`config.mk`:
```
export PLATFORM = sky130hd
export DESIGN_NAME = hsd_out_stage
export DESIGN_NICKNAME = d
export VERILOG_FILES = /design/src/hsd_pkg.sv /design/src/hsd_out_stage.sv
export SDC_FILE = /design/constraint.sdc
export NUM_CORES = 1
export LEC_CHECK = 0
export ABC_CLOCK_PERIOD_IN_PS = 1600
export BUFFER_PORTS_ARGS = -buffer_cell sky130_fd_sc_hd__buf_2
export CAP_MARGIN = 20
export CORE_MARGIN = 5
export CORE_UTILIZATION = 52
export CTS_BUF_LIST = sky130_fd_sc_hd__clkbuf_8
export DETAILED_ROUTE_END_ITERATION = 10
export GPL_TIMING_DRIVEN = 0
export PLACE_DENSITY_LB_ADDON = 0.12
export SLEW_MARGIN = 20
export SYNTH_ARGS = -nofsm -noshare
export SYNTH_HDL_FRONTEND = slang
export SYNTH_SLANG_ARGS = --single-unit
```
`constraint.sdc`:
```
create_clock -name clk -period 1.6 [get_ports clk]
set_input_delay 0.32 -clock clk [delete_from_list [all_inputs] [get_ports clk]]
set_output_delay 0.32 -clock clk [all_outputs]
set_load 0.005 [all_outputs]
```
`src/hsd_pkg.sv`:
```
// ----------------------------------------------------------------------------
// hsd_pkg: shared types and constants of the Huffman stream decoder
// Beat types of both channels, result status codes, node table and stack
// sizes, and the control bundles that pass between the decoder sections.
// ----------------------------------------------------------------------------
`timescale 1ns / 1ps
`default_nettype none

package hsd_pkg;

  localparam int NODE_DEPTH  = 512;
  localparam int STACK_DEPTH = 256;

  localparam int NODE_AW  = $clog2(NODE_DEPTH);
  localparam int NF_W     = $clog2(NODE_DEPTH + 1);
  localparam int STACK_AW = $clog2(STACK_DEPTH);
  localparam int SP_W     = $clog2(STACK_DEPTH + 1);

  localparam logic [1:0] STATUS_SYMBOL    = 2'd0;
  localparam logic [1:0] STATUS_OVERFLOW  = 2'd1;
  localparam logic [1:0] STATUS_TRUNCATED = 2'd2;

  typedef struct packed {
    logic [7:0] data_byte;
    logic       last_byte;
  } stream_beat_t;

  typedef struct packed {
    logic [7:0] symbol;
    logic [1:0] status;
    logic       last_of_run;
  } result_beat_t;

  typedef struct packed {
    logic       bit_valid;
    logic       end_valid;
    logic       data_bit;
    logic [2:0] bit_idx;
    logic       last;
  } feed_t;

  typedef struct packed {
    logic step;
    logic drop;
  } feed_ctrl_t;

  typedef struct packed {
    logic       push;
    logic       flush;
    logic [7:0] symbol;
    logic [1:0] status;
  } res_req_t;

endpackage

`default_nettype wire

```
`src/hsd_out_stage.sv`:
```
// ----------------------------------------------------------------------------
// hsd_out_stage: result hold and output register
// Keeps the newest result back until the next one or the end of its byte
// shows whether it is the last of the run, then moves it to the output.
// ----------------------------------------------------------------------------
`timescale 1ns / 1ps
`default_nettype none

module hsd_out_stage (
  input  logic                  clk,
  input  logic                  rst,
  input  hsd_pkg::res_req_t     req,
  output logic                  blocked,
  output logic                  result_valid,
  input  logic                  result_stall,
  output hsd_pkg::result_beat_t result
);
  import hsd_pkg::*;

  logic       held_valid;
  logic [7:0] held_symbol;
  logic [1:0] held_status;
  logic       move;

  assign blocked = held_valid && result_valid && result_stall;
  assign move    = held_valid && (req.push || req.flush);

  always_ff @(posedge clk) begin
    if (rst) begin
      held_valid   <= 1'b0;
      result_valid <= 1'b0;
    end else begin
      if (req.push) begin
        held_valid <= 1'b1;
      end else if (req.flush) begin
        held_valid <= 1'b0;
      end
      if (move) begin
        result_valid <= 1'b1;
      end else if (result_valid && !result_stall) begin
        result_valid <= 1'b0;
      end
    end
  end

  always_ff @(posedge clk) begin
    if (req.push) begin
      held_symbol <= req.symbol;
      held_status <= req.status;
      if (held_valid) begin
        result.symbol      <= held_symbol;
        result.status      <= held_status;
        result.last_of_run <= 1'b0;
      end
    end else if (req.flush && held_valid) begin
      result.symbol      <= held_symbol;
      result.status      <= held_status;
      result.last_of_run <= 1'b1;
    end
  end

`ifndef SYNTHESIS
  a_one_request: assert property (@(posedge clk) disable iff (rst)
    !(req.push && req.flush))
    else $error("push and flush in the same cycle");

  a_held_kept: assert property (@(posedge clk) disable iff (rst)
    held_valid && result_valid && result_stall |=> held_valid)
    else $error("held result lost while output stalled");
`endif

endmodule

`default_nettype wire

```
### Word level (Yosys, flattened, before mapping)

Index checks and enable logic that the tools add are counted.

| word-level totals | value |
|---|---|
| bits in registers | 23 |
| output and inout bits | 13 |
| logic and storage cells | 26 |

| cells by class | value |
|---|---|
| eq/ne operators | 1 |
| mux-type cells | 7 |
| reduce and logical (&&, ||, !) cells | 11 |

Operator list:

| cell | number |
|---|---|
| two-way mux 11 bit | 3 |
| nonzero test 2 bit | 3 |
| logical AND 1 bit | 5 |
| two-way mux 1 bit | 4 |
| != test 2 x 1 -> 1 bit (second input constant) | 1 |
| AND reduction 2 bit | 1 |
| zero test 1 bit | 1 |
| logical OR 1 bit | 1 |

### Logic depth before layout (Yosys ltp)

| logic depth | value |
|---|---|
| word-level depth | 4 |
| gate-level depth with buffers | 2 |

### Least setup slack after synthesis

No wires, ideal clock.

| path | value |
|---|---|
| path type | reg2reg |
| start point | register held_valid |
| end point | register result[0] (netlist name) (enable) |
| arrival | 0.629 ns |
| required time | 1.261 ns |
| path slack | 0.632 ns |
| cell stages (with the launch flop) | 3 |
| cells stage by stage | dfxtp_1 o21ai_1 inv_1 |

| on the way | value |
|---|---|
| longest elaborated chain between the ends | 3 |

Ends and longest elaborated chain:

| item | line | RTL |
|---|---|---|
| start, declared | hsd_out_stage.sv:20 | `logic held_valid;` |
| start signal, assigned | hsd_out_stage.sv:30 | `held_valid <= 1'b0;` |
| start signal, assigned | hsd_out_stage.sv:34 | `held_valid <= 1'b1;` |
| start signal, assigned | hsd_out_stage.sv:36 | `held_valid <= 1'b0;` |
| logical AND 1 bit | hsd_out_stage.sv:55 | `end else if (req.flush && held_valid) begin` |
| nonzero test 2 bit (no source line) | n/a |  |
| AND reduction 2 bit (no source line) * | n/a |  |
| end, declared | hsd_out_stage.sv:16 | `output hsd_pkg::result_beat_t result` |

Mark *: on every way between the ends. The rest lies on a longest branch, timed or not.
A chain may end at the register's enable or synchronous reset.

### Worst setup path after layout

| path | value |
|---|---|
| start point | register held_valid |
| end point | output blocked |

| on the way | value |
|---|---|
| longest elaborated chain between the ends | 2 |

Ends and longest elaborated chain:

| item | line | RTL |
|---|---|---|
| logical AND 1 bit (2 in series) | hsd_out_stage.sv:25 | `assign blocked = held_valid && result_valid && result_stall;` |
| end, declared | hsd_out_stage.sv:13 | `output logic blocked,` |

Every way passes these cells.

==> impl_metrics.env <==
export IMPL_status="completed"
export IMPL_gr_total_overflow=0
export IMPL_synthArstFlopShare=0
export IMPL_htreeDepth=1
export IMPL_synth_edff_count=21
export IMPL_cts_hold_buf=0
export IMPL_slowest_stage="dfxtp_1"
export IMPL_rr_endpoint="result[7]$_DFFE_PP_"
export IMPL_route_detailed_drc=0
export IMPL_synth_ff_type="edfxtp_1"
export IMPL_maxCapViolCount=0
export IMPL_clock_latency_ns=0.26
export IMPL_fill_cells=92
export IMPL_fin_nets=78
export IMPL_fmax_mhz=835
export IMPL_cts_tree="built"
export IMPL_r2r_start="held_valid$_SDFFE_PP0P_"
export IMPL_ir_worst_vdd_v=0.000798
export IMPL_worst_path_stages=2
export IMPL_setup_tns_ns=0
export IMPL_synth_area_leaders="edfxtp_1 88%, dfxtp_1 5.6%, a21oi_2 1.2%"
export IMPL_grt_antenna_before_repair=0
export IMPL_cp_num_buf_inv=1
export IMPL_grt_max_degree=14
export IMPL_worstPathCellList="and3_1 > buf_2"
export IMPL_relSlewSlack=0.714
export IMPL_yosysTopAreaCell="edfxtp_1"
export IMPL_start_util=0.548
export IMPL_cp_required_ns=1.28
export IMPL_yosysSeqAreaShare=0.940
export IMPL_worst_pin_slew_ns=0.429
export IMPL_multiInputGateArea_um2=35.0
export IMPL_cts_resized=0
export IMPL_ys_warn_count=0
export IMPL_syn_num_nets=46
export IMPL_rows=13
export IMPL_wire_per_inst_um=14.4
export IMPL_grt_pass1_vias=375
export IMPL_arrival_ns=0.88
export IMPL_final_util=0.702
export IMPL_end_kind="primary output"
export IMPL_clk_pin_slew_ns=0.07
export IMPL_cts_sinks=23
export IMPL_crit_family="flip-flops"
export IMPL_place_area_um2=867
export IMPL_start_kind="flop"
export IMPL_routed_wl_mm=1.11
export IMPL_port_buffers=27
export IMPL_synthTopCellsByCount="21 x edfxtp_1, 2 x dfxtp_1, 2 x inv_1"
export IMPL_core_mm2=0.00130
export IMPL_yosys_area_top_type_share=0.884
export IMPL_cts_buffer_depth=2
export IMPL_regArea_um2=671
export IMPL_slew_viol_final=0
export IMPL_grt_util_all_layers=0.115
export IMPL_finalSetupViolCount=0
export IMPL_grt_pass1_wl_mm=1.61
export IMPL_drt_iter0_drc=6
export IMPL_p_leak_nw=0.377
export IMPL_ctsRootBufferMaster="clkbuf_8"
export IMPL_totalPowerFinal_mw=1.11
export IMPL_cts_setup_buffers=0
export IMPL_finalCritPeriodShare=0.749
export IMPL_synthToLayoutAreaGrowth_pct=28.1
export IMPL_clock_skew_final_ns=0.00468
export IMPL_synth_seq_cells=23
export IMPL_r2r_slack_ns=0.47
export IMPL_cts_made_buffers=3
export IMPL_synth_most_common_cell="edfxtp_1"
export IMPL_die_w_um=47.0
export IMPL_crit_fanout=3
export IMPL_hold_viol=0
export IMPL_hpwl_um=795
export IMPL_drive_gt1_frac=0.516
export IMPL_startpoint="held_valid$_SDFFE_PP0P_"
export IMPL_crit_type="reg2out"
export IMPL_rsz0062_at_grt="false"
export IMPL_finalCriticalPeriod_ns=1.20
export IMPL_antenna_left=0
export IMPL_vias_per_cell=4.78
export IMPL_pin_count=28
export IMPL_ys_types=9
export IMPL_dr_pass1_iters=4
export IMPL_die_area_mm2=0.00221
export IMPL_die_h_um=47.0
export IMPL_r2r_cells=2
export IMPL_syn_area_um2=713
export IMPL_syn_inst=31
export IMPL_via_count=368
export IMPL_syn_avg_cell_area_um2=23.0
export IMPL_place_congestion=0.678
export IMPL_cp_slowest_stage_delay_ns=0.36
export IMPL_n_antenna_cell=0
export IMPL_hold_path_class="in2reg"
export IMPL_fin_area_um2=913
export IMPL_endpoint="blocked"
export IMPL_p_per_area_mw_per_mm2=1220
## worst min path at each step
| stage | to | slack (ns) | startpoint | depth (start not counted) |
|---|---|---|---|---|
| 6_report | held_valid$_SDFFE_PP0P_ | 0.23 | rst | 2 |
| 5_1_grt | held_symbol[3]$_DFFE_PP_ | 0.22 | req[5] | 1 |
| 4_1_cts | held_valid$_SDFFE_PP0P_ | 0.22 | rst | 2 |
| 3_5_place_dp | result[1]$_DFFE_PP_ | 0.41 | held_status[0]$_DFFE_PP_ | 0 |
| 3_3_place_gp | result[8]$_DFFE_PP_ | 0.40 | held_symbol[5]$_DFFE_PP_ | 0 |
| 2_1_floorplan | held_valid$_SDFFE_PP0P_ | 0.38 | rst | 1 |
## cell type report
type / count / area share
flip-flops and latches: 23 / 0.734
inverters: 2 / 0.00822
well taps: 15 / 0.0205
multi-input cells: 6 / 0.0384
clock buffers: 3 / 0.0452
clock inverters: 1 / 0.00548
repair buffers: 27 / 0.148
## power breakdown
| group | switching (mW) | internal (mW) | leakage, nW |
|---|---|---|---|
| logic | 0.0272 | 0.0243 | 0.135 |
| registers | 0.00929 | 0.700 | 0.217 |
| clock network | 0.176 | 0.174 | 0.0255 |
| total | 0.212 | 0.898 | 0.377 |
## through the flow
step | instances | setup WS (ns) | hold slack (ns)
after floorplan | 31 | 0.632 | 0.382
after global placement | 73 | 0.231 | 0.401
after detailed placement | 73 | 0.176 | 0.405
after CTS | 77 | 0.388 | 0.222
after global routing | 77 | 0.355 | 0.222
final | 77 | 0.402 | 0.227
## logic make-up after synthesis
logic type	count (synthesis)	synth area share
flops	23	0.940
simple gates	3	0.0228
compound gates	3	0.0263
buf+inv	2	0.0105
## worst register-to-register path: stages (launching register included)
cell and delay, ns:
dfxtp_1 0.36, o21ai_1 0.09, inv_1 0.34
## layer usage
metal / vias up / track usage / share of wire
li1: 178 / - / -
met2: 20 / 0.198 / 0.49
met5: - / 0 / 0
met3: 4 / 0.0421 / 0.098
met4: 0 / 0.0829 / 0.028
met1: 166 / 0.111 / 0.39
## flip-flops by register name, summed over array words and instances, names as in the netlist
name	count
result	11
held_symbol	8
held_status	2
held_valid	1
result_valid	1
## placed cells by master, fill, tap and decap left out, drive strengths merged
cell type,count
edfxtp,21
buf,27
nand2b,1
o21ai,1
clkinv,1
nand2,1
inv,2
clkbuf,3
and3,1
a21oi,2
dfxtp,2
(Power assumes the default switching activity.)
