===== config.mk =====
export PLATFORM = sky130hd
export DESIGN_NAME = hsd_bit_feed
export DESIGN_NICKNAME = d
export VERILOG_FILES = /design/src/hsd_pkg.sv /design/src/hsd_bit_feed.sv
export SDC_FILE = /design/constraint.sdc
export NUM_CORES = 1
export LEC_CHECK = 0
export ABC_CLOCK_PERIOD_IN_PS = 2000
export BUFFER_PORTS_ARGS = -buffer_cell sky130_fd_sc_hd__buf_4
export CAP_MARGIN = 15
export CORE_MARGIN = 2
export CORE_UTILIZATION = 45
export DETAILED_ROUTE_END_ITERATION = 16
export GPL_TIMING_DRIVEN = 0
export PLACE_DENSITY = 0.74
export SLEW_MARGIN = 10
export SYNTH_ARGS = -nofsm -noshare
export SYNTH_HDL_FRONTEND = slang
export SYNTH_SLANG_ARGS = --single-unit

===== constraint.sdc =====
create_clock -name clk -period 2 [get_ports clk]
set_clock_uncertainty 0.05 [all_clocks]
set_input_delay 0.1 -clock clk [delete_from_list [all_inputs] [get_ports clk]]
set_output_delay 0.1 -clock clk [all_outputs]
set_load 0.02 [all_outputs]

===== src/hsd_pkg.sv =====
// ----------------------------------------------------------------------------
// hsd_pkg: shared types and constants of the Huffman stream decoder
// Beat types of both channels, result status codes, node table and stack
// sizes, and the control bundles that pass between the decoder sections.
// ----------------------------------------------------------------------------
`timescale 1ns / 1ps
`default_nettype none

package hsd_pkg;

  localparam int NODE_DEPTH  = 512;
  localparam int STACK_DEPTH = 256;

  localparam int NODE_AW  = $clog2(NODE_DEPTH);
  localparam int NF_W     = $clog2(NODE_DEPTH + 1);
  localparam int STACK_AW = $clog2(STACK_DEPTH);
  localparam int SP_W     = $clog2(STACK_DEPTH + 1);

  localparam logic [1:0] STATUS_SYMBOL    = 2'd0;
  localparam logic [1:0] STATUS_OVERFLOW  = 2'd1;
  localparam logic [1:0] STATUS_TRUNCATED = 2'd2;

  typedef struct packed {
    logic [7:0] data_byte;
    logic       last_byte;
  } stream_beat_t;

  typedef struct packed {
    logic [7:0] symbol;
    logic [1:0] status;
    logic       last_of_run;
  } result_beat_t;

  typedef struct packed {
    logic       bit_valid;
    logic       end_valid;
    logic       data_bit;
    logic [2:0] bit_idx;
    logic       last;
  } feed_t;

  typedef struct packed {
    logic step;
    logic drop;
  } feed_ctrl_t;

  typedef struct packed {
    logic       push;
    logic       flush;
    logic [7:0] symbol;
    logic [1:0] status;
  } res_req_t;

endpackage

`default_nettype wire


===== src/hsd_bit_feed.sv =====
// ----------------------------------------------------------------------------
// hsd_bit_feed: input byte shifter
// Takes one stream beat, presents its bits MSB first one at a time (the
// core may drop the rest), then an end-of-byte step before the next beat.
// ----------------------------------------------------------------------------
`timescale 1ns / 1ps
`default_nettype none

module hsd_bit_feed (
  input  logic                  clk,
  input  logic                  rst,
  input  logic                  stream_valid,
  output logic                  stream_stall,
  input  hsd_pkg::stream_beat_t stream,
  input  hsd_pkg::feed_ctrl_t   ctrl,
  output hsd_pkg::feed_t        feed
);
  import hsd_pkg::*;

  typedef enum logic [2:0] {
    FD_IDLE = 3'b001,
    FD_BITS = 3'b010,
    FD_END  = 3'b100
  } fd_state_t;

  fd_state_t  state;
  logic [7:0] shreg;
  logic [2:0] bit_idx;
  logic       last;

  assign stream_stall = (state != FD_IDLE);

  assign feed.bit_valid = (state == FD_BITS);
  assign feed.end_valid = (state == FD_END);
  assign feed.data_bit  = shreg[7];
  assign feed.bit_idx   = bit_idx;
  assign feed.last      = last;

  always_ff @(posedge clk) begin
    if (rst) begin
      state <= FD_IDLE;
    end else begin
      unique case (state)
        FD_IDLE: begin
          if (stream_valid) begin
            state <= FD_BITS;
          end
        end
        FD_BITS: begin
          if (ctrl.drop || (ctrl.step && bit_idx == 3'd7)) begin
            state <= FD_END;
          end
        end
        FD_END: begin
          if (ctrl.step) begin
            state <= FD_IDLE;
          end
        end
        default: begin
          state <= FD_IDLE;
        end
      endcase
    end
  end

  always_ff @(posedge clk) begin
    if (state == FD_IDLE && stream_valid) begin
      shreg   <= stream.data_byte;
      bit_idx <= 3'd0;
      last    <= stream.last_byte;
    end else if (state == FD_BITS && ctrl.step) begin
      shreg   <= {shreg[6:0], 1'b0};
      bit_idx <= bit_idx + 3'd1;
    end
  end

endmodule

`default_nettype wire


## Word-level counts from Yosys, hierarchy flattened

Index checks and enable logic that the tools add are counted.

- Multiplexer cells: 6
- Add/sub/neg operators: 1
- Eq/ne operators: 8
- Reductions and logical operators: 6

Operators with widths:

| operator | count |
|---|---|
| $mux 8 | 2 |
| $mux 3 | 3 |
| $pmux 3 s3 | 1 |
| $eq 3x3->1 const B | 2 |
| $ne 2x2->1 const B | 2 |
| $add 3x1->3 const B | 1 |
| $eq 3x1->1 const B | 1 |
| $eq 3x2->1 const B | 1 |
| $logic_and 1x1->1 | 3 |
| $ne 3x1->1 const B | 1 |
| $reduce_and 3->1 | 1 |
| $ne 2x1->1 const B | 1 |
| $reduce_bool 2->1 | 1 |
| $logic_or 1x1->1 | 1 |

- Output and inout port bits: 8
- Logic and storage cells: 25
- Register bits: 15
- Input port bits: 14

## Logic depth before layout (Yosys ltp)

- Word-level depth: 5
- Gate-level depth with buffers: 5

## Worst setup path after synthesis

OpenSTA, ideal clock, no wires.

- Path type: reg-to-reg
- Start point: register state[2]
- End point: register state[0]
- Clock period less this slack: 1,540 ps
- Path slack: 460 ps
- Stages on the path, launching flop included: 4
- Data required time: 1,818 ps
- Arrival: 1,358 ps
- Cell sequence: dfxtp_1 > nor3b_1 > and2b_1 > o31ai_1

RTL lines:

| what | RTL line | text |
|---|---|---|
| from (decl) | hsd_bit_feed.sv:26 | `fd_state_t state;` |
| from (signal assigned) | hsd_bit_feed.sv:41 | `state <= FD_IDLE;` |
| from (signal assigned) | hsd_bit_feed.sv:46 | `state <= FD_BITS;` |
| from (signal assigned) | hsd_bit_feed.sv:51 | `state <= FD_END;` |

## Worst setup path after layout

- Start point: register state[1]
- End point: register shreg[3] (data pin)

- Cells in the longest elaborated chain, start to end: 3

RTL lines:

| what | RTL line | text |
|---|---|---|
| $eq 3x1->1 | hsd_bit_feed.sv:67 | `if (state == FD_IDLE && stream_valid) begin` |
| $logic_and 1x1->1 | hsd_bit_feed.sv:67 |  |
| $mux 8 | hsd_bit_feed.sv:67 |  |
| to (signal assigned) | hsd_bit_feed.sv:68 | `shreg <= stream.data_byte;` |
| to (signal assigned) | hsd_bit_feed.sv:72 | `shreg <= {shreg[6:0], 1'b0};` |
| to (decl) | hsd_bit_feed.sv:27 | `logic [7:0] shreg;` |

Every way passes these cells.
A chain may end at the register's enable or synchronous reset.

==> qor.csv <==
stage,metric,value,unit
run_status,status,"finished, final reports clean",
sta,f_max,0.6086,GHz
power,Clock Power Share,25.1,%
setup_path,Reg2Reg Depth,4,
sta,Worst Tran Pin Value,0.3267,ns
clock_tree,root buf cell,clkbuf_4,
placed_design,"worst slack, placed",0.3615,ns
power,Seq pwr share,55.5,%
setup_path,type of origin of the critical path,flop,
run,max cap viols,0,
setup_path,reg2reg start,state[1],
sta,Final Setup Violations,0,
setup_path,crit path kind,reg2reg,
global_routing,GRT met2 Usage,26.18,%
drt,first-iteration detailed-routing DRC count,8,
yosys,Post-Synth Adder-Cell Area,3.478,%
yosys,Netlist cell types,23,
min_path,HP Class,in2reg,
yosys,Cells after Synth,52,
yosys,sequential fraction of the synthesis area,54.26,%
setup_path,Critical Path RT,1.98,ns
sta,Slew Limit Fails,0,
min_path,hold wc startpoint,ctrl[0],
setup_path,CP arrival,1.63,ns
yosys,Mapped Nets,68,
layout,Area Growth Syn to Fin,31.30,%
drt,DRT Wirelength,1.228,mm
placed_design,Placer Congestion,0.7634,
clock_tree,Skew-Pair Late Insertion Delay,0.28,ns
yosys,Seq cells post-synth,15,
power,switch share,24.44,%
global_routing,initial antenna violation count,0,
yosys,synthesized area per cell,13.84,um^2
clock_tree,post-CTS sizing,0,
setup_path,CP Capture Type,flop,
power,Worst VDD drop,0.4769,mV
power,Comb pwr share,19.4,%
global_routing,largest net degree at the start of global routing,11,
sta,Slew HR,78.19,%
min_path,hold path depth,4,
floorplan,Core Rows,14,
sta,fin crit share,82.15,%
clock_tree,clk buf depth,2,
yosys,combinational family with the most area after synthesis,simple AND/OR/NAND/NOR gates,
floorplan,Core ar.,1506,um^2
sta,setup TNS,0,ns
drt,routed length per instance,12.93,um
floorplan,io pins,22,
min_path,Worst Hold Endpoint,state[1],
yosys,Syn. warnings,0,
power,P_sw,164.6,uW
global_routing,met3 usage,6.250,%
yosys,Synth Area in XOR/XNOR,1.217,%
drt,Routed Antenna Nets,0,
sta,final worst setup slack,0.3570,ns
yosys,compound-cell area share of the yosys netlist,5.913,%
power,P_int,508.9,uW
clock_tree,cts bufs inserted,3,
power,Pwr Density,713.0,nW/um^2
sta,Period minus WS final,1.643,ns
yosys,Synth Cell Area,719.4,um^2
yosys,simple-gate share of the synthesized area,16.17,%
global_routing,"Most Used Layer, Global Route",met2,
global_routing,vias in the first global route,456,
floorplan,die area,1935,um^2
floorplan,Initial Util,47.76,%
layout,Antenna Cells,0,
setup_path,worst setup path start,state[1],
global_routing,Overflow after GRT,0,
sta,RSZ-0062 raised after global routing,no,
clock_tree,CTS H-tree depth,1,
placed_design,I/O Buffers,21,
layout,Layout Nets,96,
global_routing,Total GRT Usage,15.18,%
layout,layout cell share with drive strength beyond 1,53.16,%
floorplan,Die Wd,43.99,um
sta,Final Hold Viols,0,
clock_tree,"CTS clk-pin slew, worst paths",0.09,ns
yosys,mux cell area share after synthesis,13.74,%
layout,"commonest non-fill, non-tap cell in the layout",buf_4,
setup_path,reg2reg end,shreg[3],
power,Lkg Pwr,0.4145,nW
clock_tree,CTS tree,built,
layout,Fill cells,124,
global_routing,grt met1 use,17.43,%
layout,"commonest cells after routing, fill and taps aside","buf_4 (23), edfxtp_1 (9), mux2_2 (7)",
clock_tree,clock sink count,15,
drt,drc violations,0,
global_routing,first-pass GRT wire length,2.056,mm
setup_path,Worst Path Max Fanout,10,
floorplan,Die Ht,43.99,um
drt,DR vias/cell,5.084,
setup_path,reg2reg setup slack,0.36,ns
drt,Vias,483,
drt,First-pass DRT Iterations,4,
## stage by stage
stage | cells | hold WS [ns] | power, mW | instance area, um^2 | utilization [%]
floorplan | 52 | 0.1189 | 0.4608 | 719.4 | -
global placement | 89 | 0.2310 | 0.5063 | 897.1 | 59.55
detailed placement | 89 | 0.2323 | 0.5106 | 897.1 | 59.55
CTS | 95 | 0.04834 | 0.6851 | 944.7 | 62.71
global route | 95 | 0.04572 | 0.7086 | 944.7 | 62.71
finish | 95 | 0.05373 | 0.6736 | 944.7 | 62.71
## cells in the mapped netlist (all sizes together)
cell | count | area share, %
nand2 | 1 | 0.87
and2b | 1 | 1.0
o211a | 1 | 1.4
dfxtp | 6 | 17
nand2b | 1 | 1.2
mux2 | 7 | 11
and3 | 1 | 0.87
a21oi | 2 | 1.4
inv | 3 | 1.6
buf | 3 | 3.7
nor3b | 3 | 4.7
and4bb | 1 | 2.3
nor3 | 1 | 2.3
xnor2 | 1 | 1.2
or2 | 1 | 0.87
nor2 | 4 | 2.1
o31ai | 1 | 1.0
a2111oi | 1 | 2.1
mux2i | 2 | 2.8
edfxtp | 9 | 38
ha | 2 | 3.5
## how the worst max path moves through the flow
stage,endpoint,cells after the start
floorplan,state[0],3
finish,shreg[3],4
global route,shreg[3],4
CTS,shreg[3],4
detailed placement,shreg[1],4
global placement,shreg[5],4
## layout make-up
class	count	area [um^2]	share of cell area [%]
clock buffers	3	22.52	2.384
plain buffers	3	26.28	2.781
multi-input cells	31	291.5	30.86
inverters	3	11.26	1.192
repair buffers	23	177.7	18.81
flip-flops and latches	15	390.4	41.32
clock inverters	1	5.005	0.5298
well taps	16	20.02	2.119
## timing repair
action / CTS / global route
buffers inserted: 0 / 0
hold endpoints to repair: 3 / 0
hold buffers: 2 / 0
## worst max-delay path, cell delays in order, from the launching register on
cell,delay (ns)
dfxtp_1,0.37
nand2b_2,0.23
nor3_4,0.22
buf_6,0.19
mux2_2,0.33
## sequential cells by signal, summed over array words and instances (netlist names)
signal	count
state	3
shreg	8
last	1
bit_idx	3
## per-layer routing
| layer | up-vias | part of all wire (%) |
|---|---|---|
| met5 | - | 0 |
| met4 | 0 | 0 |
| met3 | 0 | 5.9 |
| met2 | 13 | 52 |
| met1 | 227 | 42 |
| li1 | 243 | - |
## power by group through the flow
stage                     Combinational [mW]  Sequential, mW  Clock, mW
after floorplan                       0.0825           0.378          0
after global placement                 0.126           0.380          0
after detailed placement               0.129           0.382          0
after CTS                              0.133           0.374      0.178
after global routing                   0.143           0.377      0.188
final                                  0.131           0.374      0.169
## cell families (layout without fill, tap and decap cells)
| kind of cell | Yosys count | after routing |
|---|---|---|
| AO/OA/AOI/OAI | 5 | 5 |
| buffers and inverters | 6 | 33 |
| AND/OR/NAND/NOR | 14 | 14 |
| XOR/XNOR | 1 | 1 |
| multiplexers | 9 | 9 |
| flip-flops | 15 | 15 |
| adder cells (fa/ha/maj) | 2 | 2 |
Note: power is estimated with default switching activity, not from simulation.
